`src/rtl/dfu_pkg.sv`:
```
// shared types and constants for the dfu request state machine
// no dependencies; imported by every rtl module and the checker
package dfu_pkg;

    // dfu device states
    typedef enum logic [3:0] {
        ST_APP_IDLE   = 4'd0,
        ST_APP_DETACH = 4'd1,
        ST_IDLE       = 4'd2,
        ST_DN_SYNC    = 4'd3,
        ST_DN_BUSY    = 4'd4,
        ST_DN_IDLE    = 4'd5,
        ST_MAN_SYNC   = 4'd6,
        ST_MANIFEST   = 4'd7,
        ST_WAIT_RESET = 4'd8,
        ST_UP_IDLE    = 4'd9,
        ST_ERROR      = 4'd10
    } dfu_state_t;

    // status codes reported to the host
    typedef enum logic [1:0] {
        STS_OK      = 2'd0,
        STS_NOTDONE = 2'd1,
        STS_STALL   = 2'd2
    } status_t;

    // request and event codes
    typedef enum logic [3:0] {
        RQ_DNLOAD    = 4'd0,
        RQ_UPLOAD    = 4'd1,
        RQ_GETSTATUS = 4'd2,
        RQ_CLRSTATUS = 4'd3,
        RQ_GETSTATE  = 4'd4,
        RQ_ABORT     = 4'd5,
        RQ_OTHER     = 4'd6,
        EV_BUS_RESET = 4'd7,
        EV_WR_BEGIN  = 4'd8,
        EV_WR_DONE   = 4'd9
    } req_t;

    // flash copy progress lock
    typedef enum logic [1:0] {
        LK_WAIT   = 2'd0,
        LK_BEGIN  = 2'd1,
        LK_MIDDLE = 2'd2,
        LK_END    = 2'd3
    } lock_t;

    // configuration register indexes
    typedef enum logic {
        CFG_RAM_BASE   = 1'b0,
        CFG_FLASH_BASE = 1'b1
    } cfg_index_t;

    localparam logic [8:0] TIMEOUT_FULL = 9'h1FF;
    localparam logic [8:0] TIMEOUT_KEEP = 9'h100;

    // one registered request
    typedef struct packed {
        logic [3:0]  req_type;
        logic [10:0] block_length;
        logic        alt_setting;
    } dfu_req_t;

    // one result
    typedef struct packed {
        dfu_state_t  state;
        status_t     status;
        logic        ok;
        logic [8:0]  timeout;
        logic        copy_to_ram;
        logic        flash_unlock;
        logic        flash_relock;
        logic        flash_write_start;
        logic [31:0] write_address;
        logic [10:0] write_length;
        logic        hard_reset;
    } dfu_result_t;

endpackage

```
`src/rtl/dfu_in_reg.sv`:
```
// input register stage: holds one accepted request until the fsm takes it
// depends on dfu_pkg
module dfu_in_reg (
    input  logic              clk,
    input  logic              rst_n,
    input  logic              in_valid,
    output logic              in_ready,
    input  dfu_pkg::dfu_req_t req_in,
    input  logic              advance,
    output logic              s1_valid,
    output dfu_pkg::dfu_req_t req_out
);
    import dfu_pkg::*;

    logic     valid_reg;
    logic     valid_next;
    dfu_req_t req_reg;
    logic     accept;

    // slot is free when empty or draining this cycle
    assign in_ready = !valid_reg || advance;
    assign accept   = in_valid && in_ready;

    always_comb
    begin
        if (accept)
            valid_next = 1'b1;
        else if (advance)
            valid_next = 1'b0;
        else
            valid_next = valid_reg;
    end

    // valid flag
    always_ff @(posedge clk or negedge rst_n)
    begin
        if (!rst_n)
            valid_reg <= 1'b0;
        else
            valid_reg <= valid_next;
    end

    // payload capture
    always_ff @(posedge clk)
    begin
        if (accept)
            req_reg <= req_in;
    end

    assign s1_valid = valid_reg;
    assign req_out  = req_reg;

endmodule

```
`src/rtl/dfu_fsm.sv`:
```
// dfu state machine: state registers, configuration registers and the
// combinational transition and result logic; depends on dfu_pkg
module dfu_fsm #(
    parameter int MAX_BLOCK = 1024
) (
    input  logic                 clk,
    input  logic                 rst_n,
    input  logic                 cfg_we,
    input  logic                 cfg_index,
    input  logic [31:0]          cfg_data,
    input  logic                 advance,
    input  dfu_pkg::dfu_req_t    req,
    output dfu_pkg::dfu_result_t result
);
    import dfu_pkg::*;

    logic [31:0] ram_base_reg;
    logic [31:0] flash_base_reg;

    dfu_state_t  state_reg,  state_next;
    status_t     status_reg, status_next;
    logic [8:0]  timeout_reg, timeout_next;
    logic        target_reg, target_next;
    lock_t       lock_reg,   lock_next;
    logic [31:0] fwlen_reg,  fwlen_next;
    logic [10:0] bbytes_reg, bbytes_next;

    req_t        rq;
    logic [10:0] clamped;
    logic [31:0] fwlen_sum;
    logic        p_ram, p_unlock, p_relock, p_wstart, p_hard;
    logic [31:0] waddr;
    logic [10:0] wlen;

    // configuration writes
    always_ff @(posedge clk or negedge rst_n)
    begin
        if (!rst_n)
        begin
            ram_base_reg   <= '0;
            flash_base_reg <= '0;
        end
        else if (cfg_we)
        begin
            unique case (cfg_index_t'(cfg_index))
                CFG_RAM_BASE:   ram_base_reg   <= cfg_data;
                CFG_FLASH_BASE: flash_base_reg <= cfg_data;
                default:        ram_base_reg   <= ram_base_reg;
            endcase
        end
    end

    // request decode, block length saturation, length accumulate
    assign rq        = (req.req_type > 4'(EV_WR_DONE)) ? RQ_OTHER : req_t'(req.req_type);
    assign clamped   = (32'(req.block_length) > 32'(MAX_BLOCK)) ? 11'(MAX_BLOCK)
                                                                 : req.block_length;
    assign fwlen_sum = fwlen_reg + 32'(bbytes_reg);

    // next state
    always_comb
    begin
        state_next   = state_reg;
        status_next  = status_reg;
        timeout_next = timeout_reg;
        target_next  = target_reg;
        lock_next    = lock_reg;
        fwlen_next   = fwlen_reg;
        bbytes_next  = bbytes_reg;
        unique case (rq)
            EV_BUS_RESET:
            begin
                fwlen_next = '0;
                if (state_reg != ST_APP_IDLE && state_reg != ST_IDLE)
                begin
                    state_next  = ST_IDLE;
                    status_next = STS_OK;
                end
            end
            EV_WR_BEGIN:
            begin
                if (target_reg && lock_reg == LK_BEGIN)
                    lock_next = LK_MIDDLE;
            end
            EV_WR_DONE:
            begin
                if (target_reg && lock_reg == LK_MIDDLE)
                begin
                    fwlen_next  = fwlen_sum;
                    bbytes_next = '0;
                    lock_next   = LK_END;
                end
            end
            default:
            begin
                status_next = STS_OK;
                unique case (state_reg)
                    ST_IDLE:
                    begin
                        if (rq == RQ_DNLOAD)
                        begin
                            if (req.block_length != '0)
                            begin
                                fwlen_next  = '0;
                                bbytes_next = clamped;
                                state_next  = ST_DN_SYNC;
                                target_next = req.alt_setting;
                            end
                            else
                            begin
                                state_next  = ST_ERROR;
                                status_next = STS_NOTDONE;
                            end
                        end
                        else if (rq == RQ_UPLOAD)
                            state_next = ST_UP_IDLE;
                        else if (rq inside {RQ_ABORT, RQ_GETSTATUS, RQ_GETSTATE})
                            state_next = ST_IDLE;
                        else
                        begin
                            state_next  = ST_ERROR;
                            status_next = STS_STALL;
                        end
                    end
                    ST_DN_SYNC:
                    begin
                        if (rq == RQ_GETSTATUS)
                        begin
                            if (target_reg)
                            begin
                                if (lock_reg == LK_WAIT)
                                begin
                                    lock_next    = LK_BEGIN;
                                    timeout_next = TIMEOUT_FULL;
                                    state_next   = ST_DN_BUSY;
                                end
                                else if (lock_reg == LK_END)
                                begin
                                    timeout_next = timeout_reg & TIMEOUT_KEEP;
                                    lock_next    = LK_WAIT;
                                    state_next   = ST_DN_IDLE;
                                end
                            end
                            else
                            begin
                                state_next  = ST_DN_IDLE;
                                fwlen_next  = fwlen_sum;
                                bbytes_next = '0;
                            end
                        end
                        else if (rq != RQ_GETSTATE)
                        begin
                            state_next  = ST_ERROR;
                            status_next = STS_STALL;
                        end
                    end
                    ST_DN_BUSY:
                    begin
                        if (lock_reg == LK_END)
                        begin
                            timeout_next = timeout_reg & TIMEOUT_KEEP;
                            lock_next    = LK_WAIT;
                            state_next   = ST_DN_IDLE;
                        end
                    end
                    ST_DN_IDLE:
                    begin
                        if (rq == RQ_DNLOAD)
                        begin
                            if (req.block_length != '0)
                            begin
                                bbytes_next = clamped;
                                state_next  = ST_DN_SYNC;
                            end
                            else
                                state_next = ST_MAN_SYNC;
                        end
                        else if (rq inside {RQ_ABORT, RQ_GETSTATUS, RQ_GETSTATE})
                            state_next = ST_IDLE;
                        else
                        begin
                            state_next  = ST_ERROR;
                            status_next = STS_STALL;
                        end
                    end
                    ST_MAN_SYNC:
                    begin
                        if (rq == RQ_GETSTATUS)
                            state_next = ST_WAIT_RESET;
                        else if (rq != RQ_GETSTATE)
                        begin
                            state_next  = ST_ERROR;
                            status_next = STS_STALL;
                        end
                    end
                    ST_MANIFEST:
                        state_next = ST_WAIT_RESET;
                    ST_WAIT_RESET:
                        state_next = ST_WAIT_RESET;
                    ST_UP_IDLE:
                    begin
                        if (rq == RQ_ABORT)
                            state_next = ST_IDLE;
                        else if (rq != RQ_GETSTATUS && rq != RQ_GETSTATE)
                        begin
                            state_next  = ST_ERROR;
                            status_next = STS_STALL;
                        end
                    end
                    ST_ERROR:
                    begin
                        if (rq == RQ_CLRSTATUS)
                            state_next = ST_IDLE;
                        else if (rq != RQ_GETSTATUS && rq != RQ_GETSTATE)
                            status_next = STS_STALL;
                    end
                    default:
                    begin
                        // app states and unknown codes reject class requests
                        state_next  = ST_ERROR;
                        status_next = STS_STALL;
                    end
                endcase
            end
        endcase
    end

    // pulse and write window outputs
    always_comb
    begin
        p_ram    = 1'b0;
        p_unlock = 1'b0;
        p_relock = 1'b0;
        p_wstart = 1'b0;
        p_hard   = 1'b0;
        waddr    = '0;
        wlen     = '0;
        unique case (rq)
            EV_BUS_RESET:
                p_hard = state_reg != ST_APP_IDLE && state_reg != ST_APP_DETACH &&
                         state_reg != ST_IDLE;
            EV_WR_BEGIN, EV_WR_DONE:
                p_hard = 1'b0;
            default:
            begin
                if (state_reg == ST_IDLE && rq == RQ_DNLOAD &&
                    req.block_length != '0 && req.alt_setting)
                    p_unlock = 1'b1;
                if (state_reg == ST_DN_IDLE && rq == RQ_DNLOAD && req.block_length == '0)
                    p_relock = 1'b1;
                if (state_reg == ST_DN_SYNC && rq == RQ_GETSTATUS)
                begin
                    if (!target_reg)
                    begin
                        p_ram = 1'b1;
                        waddr = ram_base_reg + fwlen_reg;
                        wlen  = bbytes_reg;
                    end
                    else if (lock_reg == LK_WAIT)
                    begin
                        p_wstart = 1'b1;
                        waddr    = flash_base_reg + fwlen_reg;
                        wlen     = bbytes_reg;
                    end
                end
            end
        endcase
    end

    // state registers, updated as each request moves to the result stage
    always_ff @(posedge clk or negedge rst_n)
    begin
        if (!rst_n)
        begin
            state_reg   <= ST_IDLE;
            status_reg  <= STS_OK;
            timeout_reg <= '0;
            target_reg  <= 1'b0;
            lock_reg    <= LK_WAIT;
            fwlen_reg   <= '0;
            bbytes_reg  <= '0;
        end
        else if (advance)
        begin
            state_reg   <= state_next;
            status_reg  <= status_next;
            timeout_reg <= timeout_next;
            target_reg  <= target_next;
            lock_reg    <= lock_next;
            fwlen_reg   <= fwlen_next;
            bbytes_reg  <= bbytes_next;
        end
    end

    // result assembly
    always_comb
    begin
        result.state             = state_next;
        result.status            = status_next;
        result.ok                = status_next == STS_OK;
        result.timeout           = timeout_next;
        result.copy_to_ram       = p_ram;
        result.flash_unlock      = p_unlock;
        result.flash_relock      = p_relock;
        result.flash_write_start = p_wstart;
        result.write_address     = waddr;
        result.write_length      = wlen;
        result.hard_reset        = p_hard;
    end

endmodule

```
`src/rtl/dfu_out_reg.sv`:
```
// result register stage with valid/ready toward the consumer
// depends on dfu_pkg
module dfu_out_reg (
    input  logic                 clk,
    input  logic                 rst_n,
    input  logic                 s1_valid,
    input  dfu_pkg::dfu_result_t result_in,
    output logic                 advance,
    output logic                 out_valid,
    input  logic                 out_ready,
    output dfu_pkg::dfu_result_t result_out
);
    import dfu_pkg::*;

    logic        valid_reg;
    logic        valid_next;
    dfu_result_t result_reg;

    // take a new result when the register is empty or being drained
    assign advance = s1_valid && (!valid_reg || out_ready);

    always_comb
    begin
        if (advance)
            valid_next = 1'b1;
        else if (out_ready)
            valid_next = 1'b0;
        else
            valid_next = valid_reg;
    end

    // valid flag
    always_ff @(posedge clk or negedge rst_n)
    begin
        if (!rst_n)
            valid_reg <= 1'b0;
        else
            valid_reg <= valid_next;
    end

    // result payload
    always_ff @(posedge clk)
    begin
        if (advance)
            result_reg <= result_in;
    end

    assign out_valid  = valid_reg;
    assign result_out = result_reg;

endmodule

```
`src/rtl/dfu_request_state_machine_unit.sv`:
```
// dfu request state machine top level: input register, fsm, result register
// depends on dfu_pkg, dfu_in_reg, dfu_fsm, dfu_out_reg
// path: an accepted request is held in the input register, then its result in the result register
// throughput: one request per cycle while the result register is not stalled
// reset: asynchronous active low; state idle, status ok, counters and bases zero
module dfu_request_state_machine_unit #(
    parameter int MAX_BLOCK = 1024
) (
    input  logic        clk,
    input  logic        rst_n,
    input  logic        cfg_we,
    input  logic        cfg_index,
    input  logic [31:0] cfg_data,
    input  logic        in_valid,
    output logic        in_ready,
    input  logic [3:0]  req_type,
    input  logic [10:0] block_length,
    input  logic        alt_setting,
    output logic        out_valid,
    input  logic        out_ready,
    output logic [3:0]  dfu_state,
    output logic [1:0]  status_code,
    output logic        request_ok,
    output logic [8:0]  poll_timeout,
    output logic        copy_to_ram,
    output logic        flash_unlock,
    output logic        flash_relock,
    output logic        flash_write_start,
    output logic [31:0] write_address,
    output logic [10:0] write_length,
    output logic        hard_reset
);
    import dfu_pkg::*;

    dfu_req_t    req_in;
    dfu_req_t    req_s1;
    logic        s1_valid;
    logic        advance;
    dfu_result_t result_s1;
    dfu_result_t result_out;

    assign req_in.req_type     = req_type;
    assign req_in.block_length = block_length;
    assign req_in.alt_setting  = alt_setting;

    // input register
    dfu_in_reg u_in_reg (
        .clk      (clk),
        .rst_n    (rst_n),
        .in_valid (in_valid),
        .in_ready (in_ready),
        .req_in   (req_in),
        .advance  (advance),
        .s1_valid (s1_valid),
        .req_out  (req_s1)
    );

    // state machine
    dfu_fsm #(
        .MAX_BLOCK (MAX_BLOCK)
    ) u_fsm (
        .clk       (clk),
        .rst_n     (rst_n),
        .cfg_we    (cfg_we),
        .cfg_index (cfg_index),
        .cfg_data  (cfg_data),
        .advance   (advance),
        .req       (req_s1),
        .result    (result_s1)
    );

    // result register
    dfu_out_reg u_out_reg (
        .clk        (clk),
        .rst_n      (rst_n),
        .s1_valid   (s1_valid),
        .result_in  (result_s1),
        .advance    (advance),
        .out_valid  (out_valid),
        .out_ready  (out_ready),
        .result_out (result_out)
    );

    assign dfu_state         = result_out.state;
    assign status_code       = result_out.status;
    assign request_ok        = result_out.ok;
    assign poll_timeout      = result_out.timeout;
    assign copy_to_ram       = result_out.copy_to_ram;
    assign flash_unlock      = result_out.flash_unlock;
    assign flash_relock      = result_out.flash_relock;
    assign flash_write_start = result_out.flash_write_start;
    assign write_address     = result_out.write_address;
    assign write_length      = result_out.write_length;
    assign hard_reset        = result_out.hard_reset;

endmodule

```
`config.mk`:
```
export PLATFORM = sky130hd
export DESIGN_NAME = dfu_request_state_machine_unit
export DESIGN_NICKNAME = d
export VERILOG_FILES = /design/src/rtl/dfu_pkg.sv /design/src/rtl/dfu_in_reg.sv /design/src/rtl/dfu_fsm.sv /design/src/rtl/dfu_out_reg.sv /design/src/rtl/dfu_request_state_machine_unit.sv
export SDC_FILE = /design/constraint.sdc
export NUM_CORES = 1
export LEC_CHECK = 0
export ABC_CLOCK_PERIOD_IN_PS = 3200
export BUFFER_PORTS_ARGS = -buffer_cell sky130_fd_sc_hd__buf_4
export CAP_MARGIN = 10
export CORE_MARGIN = 4
export CORE_UTILIZATION = 35
export DETAILED_ROUTE_END_ITERATION = 16
export SLEW_MARGIN = 15
export SYNTH_ARGS = -nofsm -noshare
export SYNTH_HDL_FRONTEND = slang
export SYNTH_HIERARCHICAL = 1
export SYNTH_SLANG_ARGS = --single-unit
```
`constraint.sdc`:
```
create_clock -name clk -period 3.2 [get_ports clk]
set_input_delay 0.32 -clock clk [delete_from_list [all_inputs] [get_ports clk]]
set_output_delay 0.32 -clock clk [all_outputs]
set_load 0.05 [all_outputs]
```
Word level (Yosys, flattened, before mapping)
Index checks and enable logic that the tools add are counted.
{"block": "totals", "out_inout_bits": 66, "register_bits": 207}
{"block": "op_classes", "add_sub_neg": 3, "bitwise_logic": 7, "n_eq_ne": 36, "mux": 73, "order_cmp": 2, "reduce_logical": 45}
{"cell": "2-to-1 mux 32 bit", "count": 7}
{"cell": "case mux 32 bit (3 select lines)", "count": 1}
{"cell": "2-to-1 mux 11 bit", "count": 8}
{"cell": "adder 32 bit", "count": 2}
{"cell": "2-to-1 mux 4 bit", "count": 16}
{"cell": "case mux 32 bit (2 select lines)", "count": 1}
{"cell": "case mux 11 bit (2 select lines)", "count": 2}
{"cell": "2-to-1 mux 9 bit", "count": 4}
{"cell": "adder 32 x 11 -> 32 bit", "count": 1}
{"cell": "2-to-1 mux 2 bit", "count": 16}
{"cell": "case mux 4 bit (8 select lines)", "count": 1}
{"cell": "equality test 4 x 3 -> 1 bit, second input constant", "count": 7}
{"cell": "equality test 4 bit, second input constant", "count": 5}
{"cell": "inequality test 4 bit, second input constant", "count": 5}
{"cell": "case mux 9 bit (2 select lines)", "count": 1}
{"cell": "equality test 4 x 2 -> 1 bit, second input constant", "count": 4}
{"cell": "AND reduction 8 bit", "count": 2}
{"cell": "logical AND 1 bit", "count": 14}
{"cell": "case mux 2 bit (6 select lines)", "count": 1}
{"cell": "nonzero test 4 bit", "count": 3}
{"cell": "greater-than comparator 11 bit, second input constant", "count": 1}
{"cell": "zero test 11 bit", "count": 1}
{"cell": "nonzero test 11 bit", "count": 1}
{"cell": "OR reduction 2 bit", "count": 5}
{"cell": "29 further kinds", "count": 57}

Logic depth before layout (Yosys ltp)
{"block": "depth", "word_depth": 10, "ltp_mapped": 12, "depth_no_buf": 11}

Hierarchy
The synthesis kept the hierarchy.
{"module": "dfu_fsm", "instances": 1, "area_each_um2": 9551.7, "cells_each": 1052}
{"module": "dfu_out_reg", "instances": 1, "area_each_um2": 1965.6, "cells_each": 68}
{"module": "dfu_in_reg", "instances": 1, "area_each_um2": 534.3, "cells_each": 20}

Least setup slack after synthesis
Ideal clock, no wire load.
{"block": "synth_timing", "path_type": "register to register", "start": "register u_out_reg.valid_reg (netlist: u_out_reg/out_valid)", "end": "register u_fsm.bbytes_reg[8]", "period_less_slack_ns": 3.710, "slack_ns": -0.510, "arrival_ns": 3.582, "stages_incl_launch_ff": 8, "setup_time_ns": 0.128, "path_buffers": 2, "cell_sequence": "dfrtp_1 > nand2b_1 > and2_1 > clkbuf_1 > nand3_1 > nor3_1 > buf_2 > mux2_1"}
{"block": "synth_via", "elab_chain_cells": 4}
{"element": "start: declaration", "line": "dfu_out_reg.sv:15", "source": "logic valid_reg;"}
{"element": "start signal: assignment", "line": "dfu_out_reg.sv:38", "source": "valid_reg <= valid_next;"}
{"element": "zero test 1 bit", "line": "dfu_out_reg.sv:20", "source": "assign advance = s1_valid && (!valid_reg || out_ready);"}
{"element": "logical OR 1 bit", "line": "dfu_out_reg.sv:20"}
{"element": "logical AND 1 bit", "line": "dfu_out_reg.sv:20"}
{"element": "named net advance", "line": "dfu_request_state_machine_unit.sv:38", "source": "logic advance;"}
{"element": "AND reduction 8 bit (no source line)"}
{"element": "end signal: assignment", "line": "dfu_fsm.sv:290", "source": "bbytes_reg <= bbytes_next;"}
{"element": "end: declaration", "line": "dfu_fsm.sv:26", "source": "logic [10:0] bbytes_reg, bbytes_next;"}
The timed path passes the listed nets, and every way through them passes these cells.
A chain may end at the register's enable or synchronous reset.

Final worst setup path
{"block": "layout_timing", "start": "register u_fsm.ram_base_reg[0]", "end": "register u_out_reg.result_reg, in the netlist u_out_reg/result_out[40] (data pin)"}
{"block": "layout_via", "elab_chain_cells": 2}
{"element": "start: declaration", "line": "dfu_fsm.sv:17", "source": "logic [31:0] ram_base_reg;"}
{"element": "start signal: assignment", "line": "dfu_fsm.sv:46", "source": "CFG_RAM_BASE: ram_base_reg <= cfg_data;"}
{"element": "start signal: assignment", "line": "dfu_fsm.sv:48", "source": "default: ram_base_reg <= ram_base_reg;"}
{"element": "adder 32 bit", "line": "dfu_fsm.sv:255", "source": "waddr = ram_base_reg + fwlen_reg;"}
{"element": "2-to-1 mux 32 bit", "line": "dfu_fsm.sv:252", "source": "if (!target_reg)"}
{"element": "end signal: assignment", "line": "dfu_out_reg.sv:45", "source": "result_reg <= result_in;"}
{"element": "end: declaration", "line": "dfu_out_reg.sv:17", "source": "dfu_result_t result_reg;"}
No other way between the ends.

==> impl_results.md <==
- Reg2reg path depth: 10
- Ys Warns: 6
- CTS buffer count: 25
- Yosys top cell area share: 0.262
- Synth cell count leaders: 126 x dfrtp_1, 96 x nand2_1, 80 x edfxtp_1
- Avg Cell Area, Syn: 10.6 um^2
- Pleak: 6.67 nW
- Relative slew slack: 0.311
- Synth area leader: dfrtp_1
- Worst setup endpoint: u_out_reg/result_out[40]
- Area of the mapped netlist: 12100 um^2
- Worst setup SP type: register
- Max reg flops: 64
- Die width: 194 um
- Syn-to-layout area delta: 24.3%
- Simple-Gate Fraction of Synth Area: 0.137
- I/O pin count: 120
- Hold depth: 2
- Total gr overflow: 0
- Post-synthesis compound-gate area fraction: 0.168
- XOR/XNOR Fraction of Synth Area: 0.0581
- Sw Share: 0.331
- WP data arrival: 3.33 ns
- Post-synth cell types: 79
- Final nets: 1461
- First-pass GRT wire length: 52.8 mm
- Unrepaired setup endpoints after global routing: no
- Critical-path maximum fanout: 2
- Final Wtd Congestion: 0.905
- Initial antenna violation count: 0
- Synth Flop Type: dfrtp_1
- Detailed placement HPWL: 24.3 mm
- Core ar.: 33800 um^2
- Seq pwr share: 0.393
- Worst reg2reg path startpoint: u_fsm/ram_base_reg[0]
- Clock Skew: 0.00917 ns
- Average vias per placed instance: 5.24
- Crit. End Element: register
- Fin crit share: 0.960
- Clk slew on worst S/H paths: 0.06 ns
- Routed WL per cell: 18.3 um
- DRT antenna net count: 0
- Largest net degree at the start of global routing: 86
- Crit path from: u_fsm/ram_base_reg[0]
- Hold WC Path Type: input pin to register
- Fin worst setup slack: 0.129 ns
- DRT Wirelength: 32.8 mm
- Pre-CTS WS: -0.0411 ns
- Async SR Flop Fraction: 0.614
- Initial drt markers: 505
- Setup Viol. Count Final: 0
- Pwr per Cell Area: 580 nW/um^2
- Htree depth: 1
- Yosys reg bits: 207
- Clk root buf: clkbuf_16
- GR Util All Layers: 0.171
- Status: finished clean
- Non-filler cells, final: 1798
- Count leader, synth: dfrtp_1
- DRC: 0
- Share of layout cells above drive strength 1: 0.259
- Starting Density: 0.357
- R2R Setup Slk: 0.13 ns
- CP required: 3.46 ns
- Multiplexer share of the synthesized area: 0.0673
- Worst-Skew Late Latency: 0.53 ns
- VDD IR max: 346 uV
- Min Tclk post-route: 3.07 ns
- Slew Viols, Final: 0
- NetSw: 0.00288 W
- Die area: 37500 um^2
- Cell count after synthesis: 1140
- Post-synth EDFFs: 80
- P_int: 0.00582 W
- Reg2reg end: u_out_reg/result_out[40]
- Die Span Y: 194 um
- CTS tree: built
- Logic pwr share: 0.286
- Fmax: 326 MHz
- Vias in the first global route: 9449
- Clk buf depth: 3
- Sequential fraction of the synthesis area: 0.463
- Main combinational cell family by area after synthesis: compound AO/OA/AOI/OAI gates
- Number of inserted diodes: 0
- Via count: 9430
- Worst Tran Pin Value: 1.03 ns
- Share of power burned in the clock network: 0.321
- Max-Cap Viols: 0
- Adder-Cell Fraction of Synth Area: 0.0808
- Syn_nets: 1270
- Cell Rows: 67
- Top post-synthesis cells by area: dfrtp_1 26%, edfxtp_1 20%, ha_1 7.6%
- Buffers on Ports: 119
- Filler Cells Inserted: 3208
- Crit path kind: register to register
- Final hold viol count: 0
- Pre-antenna DRT Iters: 5
- Clk sinks: 207
- Placed insts: 1733
-- layout by cell type (no fill, tap or decap), types with 19 or more instances in the layout --
| cell type | netlist | final |
|---|---|---|
| xor2_1 | 45 | 45 |
| buf_4 | 5 | 187 |
| o22ai_1 | 26 | 26 |
| nand2_1 | 96 | 96 |
| nand2b_1 | 19 | 19 |
| nor2_1 | 78 | 78 |
| a21oi_1 | 68 | 64 |
| o21ai_0 | 54 | 54 |
| a21o_1 | 28 | 28 |
| xnor2_1 | 35 | 35 |
| nand3_1 | 34 | 34 |
| mux2_2 | 71 | 71 |
| inv_1 | 30 | 30 |
| clkbuf_16 | 0 | 25 |
| edfxtp_1 | 80 | 80 |
| ha_1 | 73 | 72 |
| dfrtp_1 | 126 | 125 |
-- critical path: stages, from the launching register on --
cell	delay, ns
dfrtp_1	0.38
ha_1	0.24
fa_2	0.36
a211oi_2	0.28
o21ai_2	0.13
a2111oi_4	0.44
o31ai_2	0.20
a2111oi_4	0.34
or3_1	0.18
xor2_1	0.17
o22ai_1	0.09
-- layout make-up --
type,count,area [um^2],share of cell area
Inverter,32,120,0.00802
Tap cell,448,561,0.0374
Clock buffer,32,672,0.0448
Sequential cell,207,5580,0.373
Timing Repair Buffer,206,1600,0.107
Multi-Input combinational cell,859,6300,0.421
Clock inverter,14,143,0.00952
-- metrics by stage --
| step | utilization | cell area, um^2 | hold slack (ns) | total power (W) | TNS (ns) |
|---|---|---|---|---|---|
| after detailed placement | 0.410 | 13900 | 0.140 | 0.00589 | -0.0631 |
| final | 0.444 | 15000 | 0.0356 | 0.00870 | 0 |
| after global placement | 0.410 | 13900 | 0.141 | 0.00588 | 0 |
| after global routing | 0.444 | 15000 | 0.0152 | 0.00920 | 0 |
| after CTS | 0.440 | 14900 | 0.0121 | 0.00876 | 0 |
| after floorplan | - | 12100 | 0.0244 | 0.00510 | 0 |
-- per-layer routing --
layer / up-vias / part of all wire / track usage
li1: 4604 / - / -
met1: 4572 / 0.45 / 0.228
met2: 217 / 0.49 / 0.296
met3: 37 / 0.044 / 0.0261
met4: 0 / 0.020 / 0.0380
met5: - / 0 / 0
-- power by group through the flow --
stage          clock [W]  sequential (W)  combinational, W
2_1_floorplan          0         0.00360           0.00150
3_3_place_gp           0         0.00346           0.00241
3_5_place_dp           0         0.00346           0.00242
4_1_cts          0.00288         0.00342           0.00246
5_1_grt          0.00300         0.00345           0.00274
6_report         0.00279         0.00341           0.00249
-- worst min-delay path by stage --
stage | slack (ns) | start | end
after CTS | 0.01 | cfg_data[9] | u_fsm/ram_base_reg[9]
after global placement | 0.14 | rst_n | u_fsm/flash_base_reg[8]
after floorplan | 0.02 | rst_n | u_fsm/bbytes_reg[0]
after global routing | 0.02 | cfg_data[20] | u_fsm/flash_base_reg[20]
after detailed placement | 0.14 | rst_n | u_fsm/flash_base_reg[8]
final | 0.04 | cfg_data[14] | u_fsm/flash_base_reg[14]
-- kinds of logic (layout without fill, tap and decap cells) --
logic type | after synthesis | in the layout
multiplexers | 72 | 72
buffers and inverters | 74 | 284
XOR/XNOR | 80 | 80
adder cells (fa/ha/maj) | 76 | 76
flip-flops | 207 | 207
AO/OA/AOI/OAI | 300 | 300
AND/OR/NAND/NOR | 331 | 331
-- what timing repair did --
item,4_1_cts,5_1_grt
gates resized for setup,3,19
hold buffers,18,0
setup buffers,0,1
endpoints found under the setup margin,5,19
hold endpoints to repair,143,0
pin swaps,0,12
Power figures use the tool's default switching activity.
